--- config.mk ---
export PLATFORM = sky130hd
export DESIGN_NAME = mdrm_out
export DESIGN_NICKNAME = d
export VERILOG_FILES = /design/src/hw/rtl/mouse_delta_rotation_matrix_defines.svh /design/src/hw/rtl/mdrm_pkg.sv /design/src/hw/rtl/mdrm_out.sv
export SDC_FILE = /design/constraint.sdc
export NUM_CORES = 1
export LEC_CHECK = 0
export BUFFER_PORTS_ARGS = -buffer_cell sky130_fd_sc_hd__buf_2
export CORE_MARGIN = 2
export CORE_UTILIZATION = 55
export CTS_CLUSTER_DIAMETER = 100
export DETAILED_ROUTE_END_ITERATION = 8
export PLACE_DENSITY = 0.82
export SYNTH_ARGS = -nofsm -noshare
export SYNTH_HDL_FRONTEND = slang
export SYNTH_SLANG_ARGS = --single-unit
--- constraint.sdc ---
create_clock -name clock -period 9.65 [get_ports clock]
set_input_delay 1.93 -clock clock [delete_from_list [all_inputs] [get_ports clock]]
set_output_delay 1.93 -clock clock [all_outputs]
set_load 0.005 [all_outputs]
--- src/hw/rtl/mouse_delta_rotation_matrix_defines.svh ---
// Assertion helpers shared by the RTL files.
`ifndef MOUSE_DELTA_ROTATION_MATRIX_DEFINES_SVH
`define MOUSE_DELTA_ROTATION_MATRIX_DEFINES_SVH

// Implication checked at every clock edge outside reset.
`define MDRM_ASSERT_IMP(label, clk, rst, ante, cons) \
   label: assert property (@(posedge clk) disable iff (rst) (ante) |-> (cons)) \
      else $error("mdrm: implication check failed");

// Implication that is also checked while reset is applied.
`define MDRM_ASSERT_NORST(label, clk, ante, cons) \
   label: assert property (@(posedge clk) (ante) |-> (cons)) \
      else $error("mdrm: reset check failed");

`endif

--- src/hw/rtl/mdrm_pkg.sv ---
`timescale 1ns / 1ps

package mdrm_pkg;

   localparam int DELTA_WIDTH       = 12;
   localparam int RADIUS_WIDTH      = 12;
   localparam int OUT_WIDTH         = 16;
   localparam int FRAC_BITS_DEFAULT = 14;
   localparam logic [RADIUS_WIDTH-1:0] RADIUS_RESET = 12'd100;

   // Extra fraction bits of the square root (root is sqrt(d2) in Q.15).
   localparam int ROOT_GUARD = 15;
   // Numerators enter the divider pre-shifted so the quotient has FRAC_BITS+3 bits.
   localparam int DIV_SHIFT  = ROOT_GUARD - 2;

   localparam int SQ_WIDTH   = 2 * DELTA_WIDTH;
   localparam int SUM_WIDTH  = (2 * DELTA_WIDTH + 1 > 2 * RADIUS_WIDTH) ?
                               2 * DELTA_WIDTH + 1 : 2 * RADIUS_WIDTH;
   localparam int D2_WIDTH   = SUM_WIDTH + 1;
   localparam int ROOT_WIDTH = (D2_WIDTH + 2 * ROOT_GUARD + 1) / 2;
   localparam int E_WIDTH    = ((D2_WIDTH + ROOT_GUARD > RADIUS_WIDTH + ROOT_WIDTH) ?
                                D2_WIDTH + ROOT_GUARD : RADIUS_WIDTH + ROOT_WIDTH) + 1;
   localparam int NUM_WIDTH  = SQ_WIDTH;

   // Divider lanes
   localparam int NUM_LANES = 6;
   localparam int LANE_COS  = 0;
   localparam int LANE_FX   = 1;
   localparam int LANE_FY   = 2;
   localparam int LANE_TXX  = 3;
   localparam int LANE_TYY  = 4;
   localparam int LANE_TXY  = 5;

   typedef struct packed {
      logic signed [DELTA_WIDTH-1:0] delta_x;
      logic signed [DELTA_WIDTH-1:0] delta_y;
   } mdrm_req_type;

   typedef struct packed {
      logic signed [OUT_WIDTH-1:0] right_x;
      logic signed [OUT_WIDTH-1:0] right_y;
      logic signed [OUT_WIDTH-1:0] right_z;
      logic signed [OUT_WIDTH-1:0] up_x;
      logic signed [OUT_WIDTH-1:0] up_y;
      logic signed [OUT_WIDTH-1:0] up_z;
      logic signed [OUT_WIDTH-1:0] fwd_x;
      logic signed [OUT_WIDTH-1:0] fwd_y;
      logic signed [OUT_WIDTH-1:0] fwd_z;
   } mdrm_rsp_type;

   // Per-item data carried along the square root pipeline
   typedef struct packed {
      logic                    zero;
      logic                    neg_x;
      logic                    neg_y;
      logic [RADIUS_WIDTH-1:0] radius;
      logic [DELTA_WIDTH-1:0]  mag_x;
      logic [DELTA_WIDTH-1:0]  mag_y;
      logic [SQ_WIDTH-1:0]     sq_x;
      logic [SQ_WIDTH-1:0]     sq_y;
      logic [SQ_WIDTH-1:0]     prod_xy;
      logic [D2_WIDTH-1:0]     d2;
   } mdrm_side_type;

   // Per-item flags carried along the divider
   typedef struct packed {
      logic zero;
      logic neg_x;
      logic neg_y;
   } mdrm_tag_type;

   typedef logic [NUM_WIDTH-1:0] mdrm_num_type;
   typedef logic [E_WIDTH-1:0]   mdrm_den_type;

endpackage

--- src/hw/rtl/mdrm_out.sv ---
`timescale 1ns / 1ps

module mdrm_out import mdrm_pkg::*; #(
   parameter int FRAC_BITS = FRAC_BITS_DEFAULT,
   localparam int QW = FRAC_BITS + 3
) (
   input  logic          clock,
   input  logic          reset,
   input  logic          in_valid,
   input  mdrm_tag_type  in_tag,
   input  logic [QW-1:0] in_quo [NUM_LANES],
   output logic          out_strobe,
   output mdrm_rsp_type  out_rsp
);

   localparam int SW = QW + 2;
   localparam logic signed [SW-1:0] ONE  = SW'(64'd1 << FRAC_BITS);
   localparam logic signed [SW-1:0] MONE = -ONE;

   function automatic logic signed [OUT_WIDTH-1:0] clip(input logic signed [SW-1:0] v);
      logic signed [SW-1:0] c;
      c = v;
      if (v > ONE) begin
         c = ONE;
      end else if (v < MONE) begin
         c = MONE;
      end
      return c[OUT_WIDTH-1:0];
   endfunction

   logic [QW:0]          inc [NUM_LANES];
   logic signed [SW-1:0] mag [NUM_LANES];
   logic signed [SW-1:0] fx;
   logic signed [SW-1:0] fy;
   logic signed [SW-1:0] txy;
   logic                 strobe_ff;
   mdrm_rsp_type         rsp_ff;
   mdrm_rsp_type         rsp_in;

   // Quotients carry one extra bit: add one and drop it to round half up
   for (genvar l = 0; l < NUM_LANES; l++) begin : g_round
      assign inc[l] = {1'b0, in_quo[l]} + (QW+1)'(1);
      assign mag[l] = signed'({2'b00, inc[l][QW:1]});
   end

   always_comb begin
      fx  = in_tag.neg_x ? -mag[LANE_FX] : mag[LANE_FX];
      fy  = in_tag.neg_y ? -mag[LANE_FY] : mag[LANE_FY];
      txy = (in_tag.neg_x == in_tag.neg_y) ? -mag[LANE_TXY] : mag[LANE_TXY];
      if (in_tag.zero) begin
         rsp_in         = '0;
         rsp_in.right_x = clip(ONE);
         rsp_in.up_y    = clip(ONE);
         rsp_in.fwd_z   = clip(ONE);
      end else begin
         rsp_in.right_x = clip(mag[LANE_COS] + mag[LANE_TYY]);
         rsp_in.right_y = clip(txy);
         rsp_in.right_z = clip(-fx);
         rsp_in.up_x    = clip(txy);
         rsp_in.up_y    = clip(mag[LANE_COS] + mag[LANE_TXX]);
         rsp_in.up_z    = clip(-fy);
         rsp_in.fwd_x   = clip(fx);
         rsp_in.fwd_y   = clip(fy);
         rsp_in.fwd_z   = clip(mag[LANE_COS]);
      end
   end

   always_ff @(posedge clock) begin
      if (reset) begin
         strobe_ff <= 1'b0;
      end else begin
         strobe_ff <= in_valid;
      end
      rsp_ff <= rsp_in;
   end

   assign out_strobe = strobe_ff;
   assign out_rsp    = rsp_ff;

endmodule

==> impl_metrics.py, run 1 <==
metrics = {
    "power": {
        "power.internal_mw": 1.091,
        "combPwrFrac_pct": 27.2,
        "p_sw_share_pct": 32.25,
        "p_sw_mw": 0.5194,
        "p_seq_share_pct": 35.0,
        "ir_drop_v": 0.0001154,
        "p_per_area_mw_per_mm2": 133.0,
        "power_frac_clock_pct": 37.8,
        "p_leak_nw": 5.134,
    },
    "logic_synthesis": {
        "yosysUniqueCellTypes": 91,
        "ys_ff_latch": 129,
        "async_reset_ff_share_pct": 0,
        "yosysTopAreaCellShare_pct": 24.88,
        "synthTopCellsByArea": "dfxtp_1 (25%), xnor2_1 (10%), ha_1 (5.4%)",
        "ys_seq_area_share_pct": 24.88,
        "synth_top_area_cell": "dfxtp_1",
        "synth_area_mm2": 0.01038,
        "synth-edff-count": 0,
        "ys_warn_count": 0,
        "synthesis.instances": 1296,
        "ys.flop_type": "dfxtp_1",
        "synth_area_per_cell_um2": 8.009,
    },
    "detailed_routing": {
        "drtIter0Drc": 690,
        "drc": 0,
        "num_vias": 10260,
        "wl_per_cell_um": 15.83,
        "via_per_inst": 5.877,
        "routed_wl_um": 27630,
        "antenna_left": 0,
        "first_pass_iters": 5,
    },
    "setup_path": {
        "crit_top_cell": "xnor2_1",
        "critical_path_class": "primary input to flop",
        "required_ns": 9.89,
        "critPathLaunch": "in_quo[51]",
        "cp_max_fo": 14,
        "crit_buf_inv": 1,
        "cp_slowest_cell": "a211oi_2",
        "slowest_delay_ns": 0.87,
        "arrival_ns": 6.54,
        "end_kind": "flop",
        "cp_num_cells": 13,
        "crit_end": "out_rsp[61]",
        "crit_path_start_kind": "primary input",
        "path_cells": "buf_2 -> ha_1 -> nand3_1 -> xnor2_1 -> o41ai_1 -> xnor2_1 -> o2111ai_1 -> or2_1 -> or3_1 -> o31ai_2 -> a211oi_1 -> a211oi_2 -> a221oi_1",
        "cpLargestDelayFamily": "compound AO/OA/AOI/OAI gates",
    },
    "timing": {
        "rsz0062_at_grt": "no",
        "fmax_mhz": 158.7,
        "fin_setup_tns_ns": 0,
        "hold_violations": 0,
        "slew_headroom_pct": 19.81,
        "setup_viol_count_final": 0,
        "slew_viol_final": 0,
        "finalCriticalPeriod_ns": 6.302,
        "worstMarginPinSlew_ns": 1.198,
        "timing.final.crit_share_pct": 65.31,
    },
    "clocking": {
        "cts_root_buffer": "clkbuf_16",
        "numCtsBuffers": 17,
        "clock-sinks": 129,
        "clkTransAtPathRegs_ns": 0.05,
        "cts.hold.buffers_added": 0,
        "cts_resized": 0,
        "cts_setup_buffers": 0,
        "clockBufferDepth": 2,
        "cts_max_level": 4,
        "cts_tree": "done",
    },
    "die": {
        "start_util_pct": 55.87,
        "io_pins": 253,
        "core_area_mm2": 0.01858,
        "fp.dieH_um": 141.4,
        "fp.dieW_um": 141.4,
        "fp.dieArea_mm2": 0.01999,
        "num_rows": 50,
    },
    "layout": {
        "nFillCells": 1568,
        "area_growth_pct": 16.70,
        "layout-drive-gt1-share_pct": 23.38,
        "post-route-util_pct": 65.19,
        "final_common_cell": "buf_2",
        "layout_common_cells": "buf_2 (252), dfxtp_1 (129), nor2_1 (120)",
        "fin_nets": 1653,
    },
    "flow_run": {
        "drv_cap": 0,
    },
    "global_routing": {
        "grt_pass1_wl_um": 44750,
        "grt_overflow": 0,
        "grt_use_total_pct": 26.96,
        "antenna_found_initial": 0,
        "grt_pass1_vias": 9430,
        "grt_max_degree": 47,
    },
    "placed_design": {
        "portBuffers": 252,
        "dp_hpwl_um": 21590,
        "place_congestion": 0.9219,
    },
    "run_status": {
        "status": "finished clean",
    },
    "worst_hold_path": {
        "holdCritPathClass": "primary input to flop",
    },
}
==> registers in the layout (all words and copies together), names as in the netlist <==
name and count:
out_rsp 128, out_strobe 1
==> cell families (layout without fill, tap and decap cells) <==
logic type	Yosys count	count (layout)	synth area share [%]
AOI/OAI and AO/OA	280	280	19.35
xor gates and xnor gates	178	178	15.24
adders and majority gates	47	47	5.810
buffers and inverters	135	347	6.208
DFF	129	129	24.88
muxes	15	15	1.579
other	1	4	0.03613
and+or+nand+nor	511	511	26.90
==> power by group through the flow <==
stage               combinational, mW  clock [mW]  sequential (mW)
floorplan                       0.306           0            0.578
global placement                0.417           0            0.576
detailed placement              0.428           0            0.576
CTS                             0.432       0.620            0.564
global route                    0.484       0.641            0.566
finish                          0.438       0.608            0.564
==> area by class of cell <==
cell class | count | area [µm²] | share of cell area, %
diodes | 1 | 2.502 | 0.02066
clock buffers | 19 | 442.9 | 3.657
clock inverters | 12 | 111.4 | 0.9193
inverters | 59 | 221.5 | 1.828
multi-input cells | 1034 | 7161 | 59.12
flip-flops and latches | 129 | 2582 | 21.32
well taps | 234 | 292.8 | 2.417
repair buffers | 257 | 1299 | 10.72
==> synth_stat cells, types with 12 or more instances <==
cell type	number
a21o_1	12
nand4_1	28
o21ai_0	50
nor2_1	120
a31oi_1	14
and4_1	13
nand2_1	83
a211oi_1	20
a21oi_1	53
ha_1	45
dfxtp_1	129
xor2_1	57
buf_4	24
or3_1	16
a211oi_2	13
nor2b_1	13
buf_2	19
nand2b_1	13
nor3_1	43
clkbuf_1	25
and3_1	21
xnor2_1	118
nor4_1	19
nand3_1	68
inv_1	57
==> how the worst min path moves through the flow <==
stage | start | to | slack (ns) | cells past startpoint
final | reset | out_strobe | 1.68 | 2
after global routing | reset | out_strobe | 1.67 | 2
after CTS | reset | out_strobe | 1.67 | 2
after detailed placement | reset | out_strobe | 2.10 | 2
after global placement | reset | out_strobe | 2.10 | 2
after floorplan | reset | out_strobe | 2.00 | 1
==> through the flow <==
stage / setup WS (ns) / instance area (µm²) / std cells / total power [mW] / hold slack (ns)
3_5_place_dp: 3.024 / 11560 / 1713 / 1.004 / 2.105
4_1_cts: 3.427 / 12110 / 1744 / 1.616 / 1.665
3_3_place_gp: 3.313 / 11560 / 1713 / 0.9928 / 2.102
6_report: 3.348 / 12110 / 1745 / 1.611 / 1.679
2_1_floorplan: 4.130 / 10390 / 1298 / 0.8843 / 2.002
5_1_grt: 2.997 / 12110 / 1744 / 1.691 / 1.666
==> metal layers <==
layer,up-vias,part of all wire [%],GRT usage (%)
li1,5092,-,-
met1,4676,43,34.73
met2,418,47,45.09
met3,69,6.9,4.759
met4,0,2.7,10.37
met5,-,0,0
No activity file was read; power rests on OpenSTA's default activity.
==> run 2, diff against run 1 <==
clock period = 5.8 ns   (was 9.65 ns; I/O delays follow)
==> run 2 against run 1 <==
Net effect:
- critical path depth is the same
- count of clock-buffer cells in the layout unchanged
- die area unchanged
- worst setup slack worse by 2.7 ns
- critical path type unchanged
- largest cell class unchanged
- highest routed layer unchanged
==> impl_metrics.py, run 2 (synthesis gave the netlist of run 1 again) <==
metrics = {
    "detailed_routing": {
        "via_per_inst": 5.874,
        "antenna_left": 0,
        "routed_wl_um": 27700,
        "drtIter0Drc": 697,
        "first_pass_iters": 6,
        "wl_per_cell_um": 15.83,
        "num_vias": 10280,
        "drc": 0,
    },
    "placed_design": {
        "dp_slack_ns": 0.2858,
        "portBuffers": 252,
        "dp_hpwl_um": 21700,
        "place_congestion": 0.9121,
    },
    "global_routing": {
        "grt_pass1_wl_um": 44480,
        "grt_max_degree": 46,
        "grt_pass1_vias": 9303,
        "grt_use_total_pct": 26.97,
        "grt_overflow": 0,
        "antenna_found_initial": 0,
    },
    "die": {
        "io_pins": 253,
        "core_area_mm2": 0.01858,
        "fp.dieW_um": 141.4,
        "num_rows": 50,
        "fp.dieH_um": 141.4,
        "fp.dieArea_mm2": 0.01999,
        "start_util_pct": 55.87,
    },
    "flow_run": {
        "drv_cap": 0,
    },
    "clocking": {
        "cts_max_level": 4,
        "clock-sinks": 129,
        "cts_root_buffer": "clkbuf_16",
        "cts_tree": "done",
        "cts_resized": 0,
        "clkTransAtPathRegs_ns": 0.06,
        "cts.hold.buffers_added": 0,
        "numCtsBuffers": 17,
        "clockBufferDepth": 2,
        "cts_setup_buffers": 0,
    },
    "layout": {
        "nFillCells": 1564,
        "layout-drive-gt1-share_pct": 23.75,
        "final_common_cell": "buf_2",
        "largest_register_ffs": 128,
        "layout_common_cells": "buf_2 (252), dfxtp_1 (129), nor2_1 (120)",
        "ff_latch_area_mm2": 0.002582,
        "num_antenna_cells": 0,
        "fin_nets": 1659,
        "post-route-util_pct": 65.54,
        "area_growth_pct": 17.32,
        "multiInputGateArea_mm2": 0.007161,
    },
    "timing": {
        "setup_viol_count_final": 0,
        "rsz0062_at_grt": "no",
        "worstMarginPinSlew_ns": 1.213,
        "hold_violations": 0,
        "slew_viol_final": 0,
        "finalCriticalPeriod_ns": 5.150,
        "fin_ws_ns": 0.6497,
        "timing.final.crit_share_pct": 88.80,
        "whs_ns": 0.9120,
        "fmax_mhz": 194.2,
        "slew_headroom_pct": 18.80,
        "fin_setup_tns_ns": 0,
    },
    "setup_path": {
        "critical_path_class": "primary input to flop",
        "required_ns": 6.03,
        "end_kind": "flop",
        "arrival_ns": 5.38,
        "crit_path_start_kind": "primary input",
        "cp_max_fo": 14,
    },
    "power": {
        "p_sw_mw": 0.8831,
        "p_per_area_mw_per_mm2": 223.4,
        "ir_drop_v": 0.0001932,
        "power_frac_clock_pct": 38.7,
        "p_seq_share_pct": 34.5,
        "combPwrFrac_pct": 26.8,
        "p_leak_nw": 5.180,
        "power.internal_mw": 1.838,
        "p_sw_share_pct": 32.46,
    },
    "worst_hold_path": {
        "holdCritPathClass": "primary input to flop",
    },
    "run_status": {
        "status": "finished clean",
    },
}
-- run 2: area by class of cell --
| class | count | area share, % |
|---|---|---|
| multi-input combinational | 1034 | 58.80 |
| sequential | 129 | 21.21 |
| timing repair buffer | 263 | 11.03 |
| clock buffer | 19 | 3.719 |
| tap | 234 | 2.404 |
| inverter | 59 | 1.819 |
| clock inverter | 12 | 1.017 |
-- run 2: through the flow --
| step | instances | power, mW | instance area [µm²] |
|---|---|---|---|
| final | 1750 | 2.721 | 12180 |
| after detailed placement | 1719 | 1.671 | 11600 |
| after global routing | 1750 | 2.853 | 12180 |
| after global placement | 1719 | 1.655 | 11600 |
| after CTS | 1750 | 2.724 | 12180 |
| after floorplan | 1298 | 1.471 | 10390 |
-- run 2: layer usage --
metal / vias to the layer above / routed length, µm / track usage [%]
met3: 43 / 1953 / 5.062
met5: - / 0 / 0
met1: 4743 / 11930 / 34.17
met4: 0 / 539 / 9.000
li1: 5099 / - / -
met2: 395 / 13280 / 46.22
-- run 2: path summary, 6_finish.rpt --
kind,slack [ns],end,cells past startpoint,from
worst min-delay path,0.91,out_strobe,2,reset
worst max-delay path,0.65,out_rsp[61],13,in_quo[51]
-- run 2: power groups by stage --
| stage | sequential [mW] | clock (mW) | combinational [mW] |
|---|---|---|---|
| floorplan | 0.962 | 0 | 0.509 |
| global placement | 0.957 | 0 | 0.698 |
| detailed placement | 0.958 | 0 | 0.713 |
| CTS | 0.938 | 1.07 | 0.721 |
| global route | 0.941 | 1.10 | 0.809 |
| finish | 0.938 | 1.05 | 0.729 |
-- run 2: worst max-delay path, cell delays in order --
cell and delay, ns:
buf_2 0.16, ha_1 0.27, and3_1 0.39, nand3_1 0.25, a21oi_1 0.45, nand4_1 0.17
a211oi_2 0.28, a21oi_1 0.12, or3_1 0.51, nor4_4 0.38, nor4bb_1 0.12, a211oi_2 0.88
a221oi_1 0.23
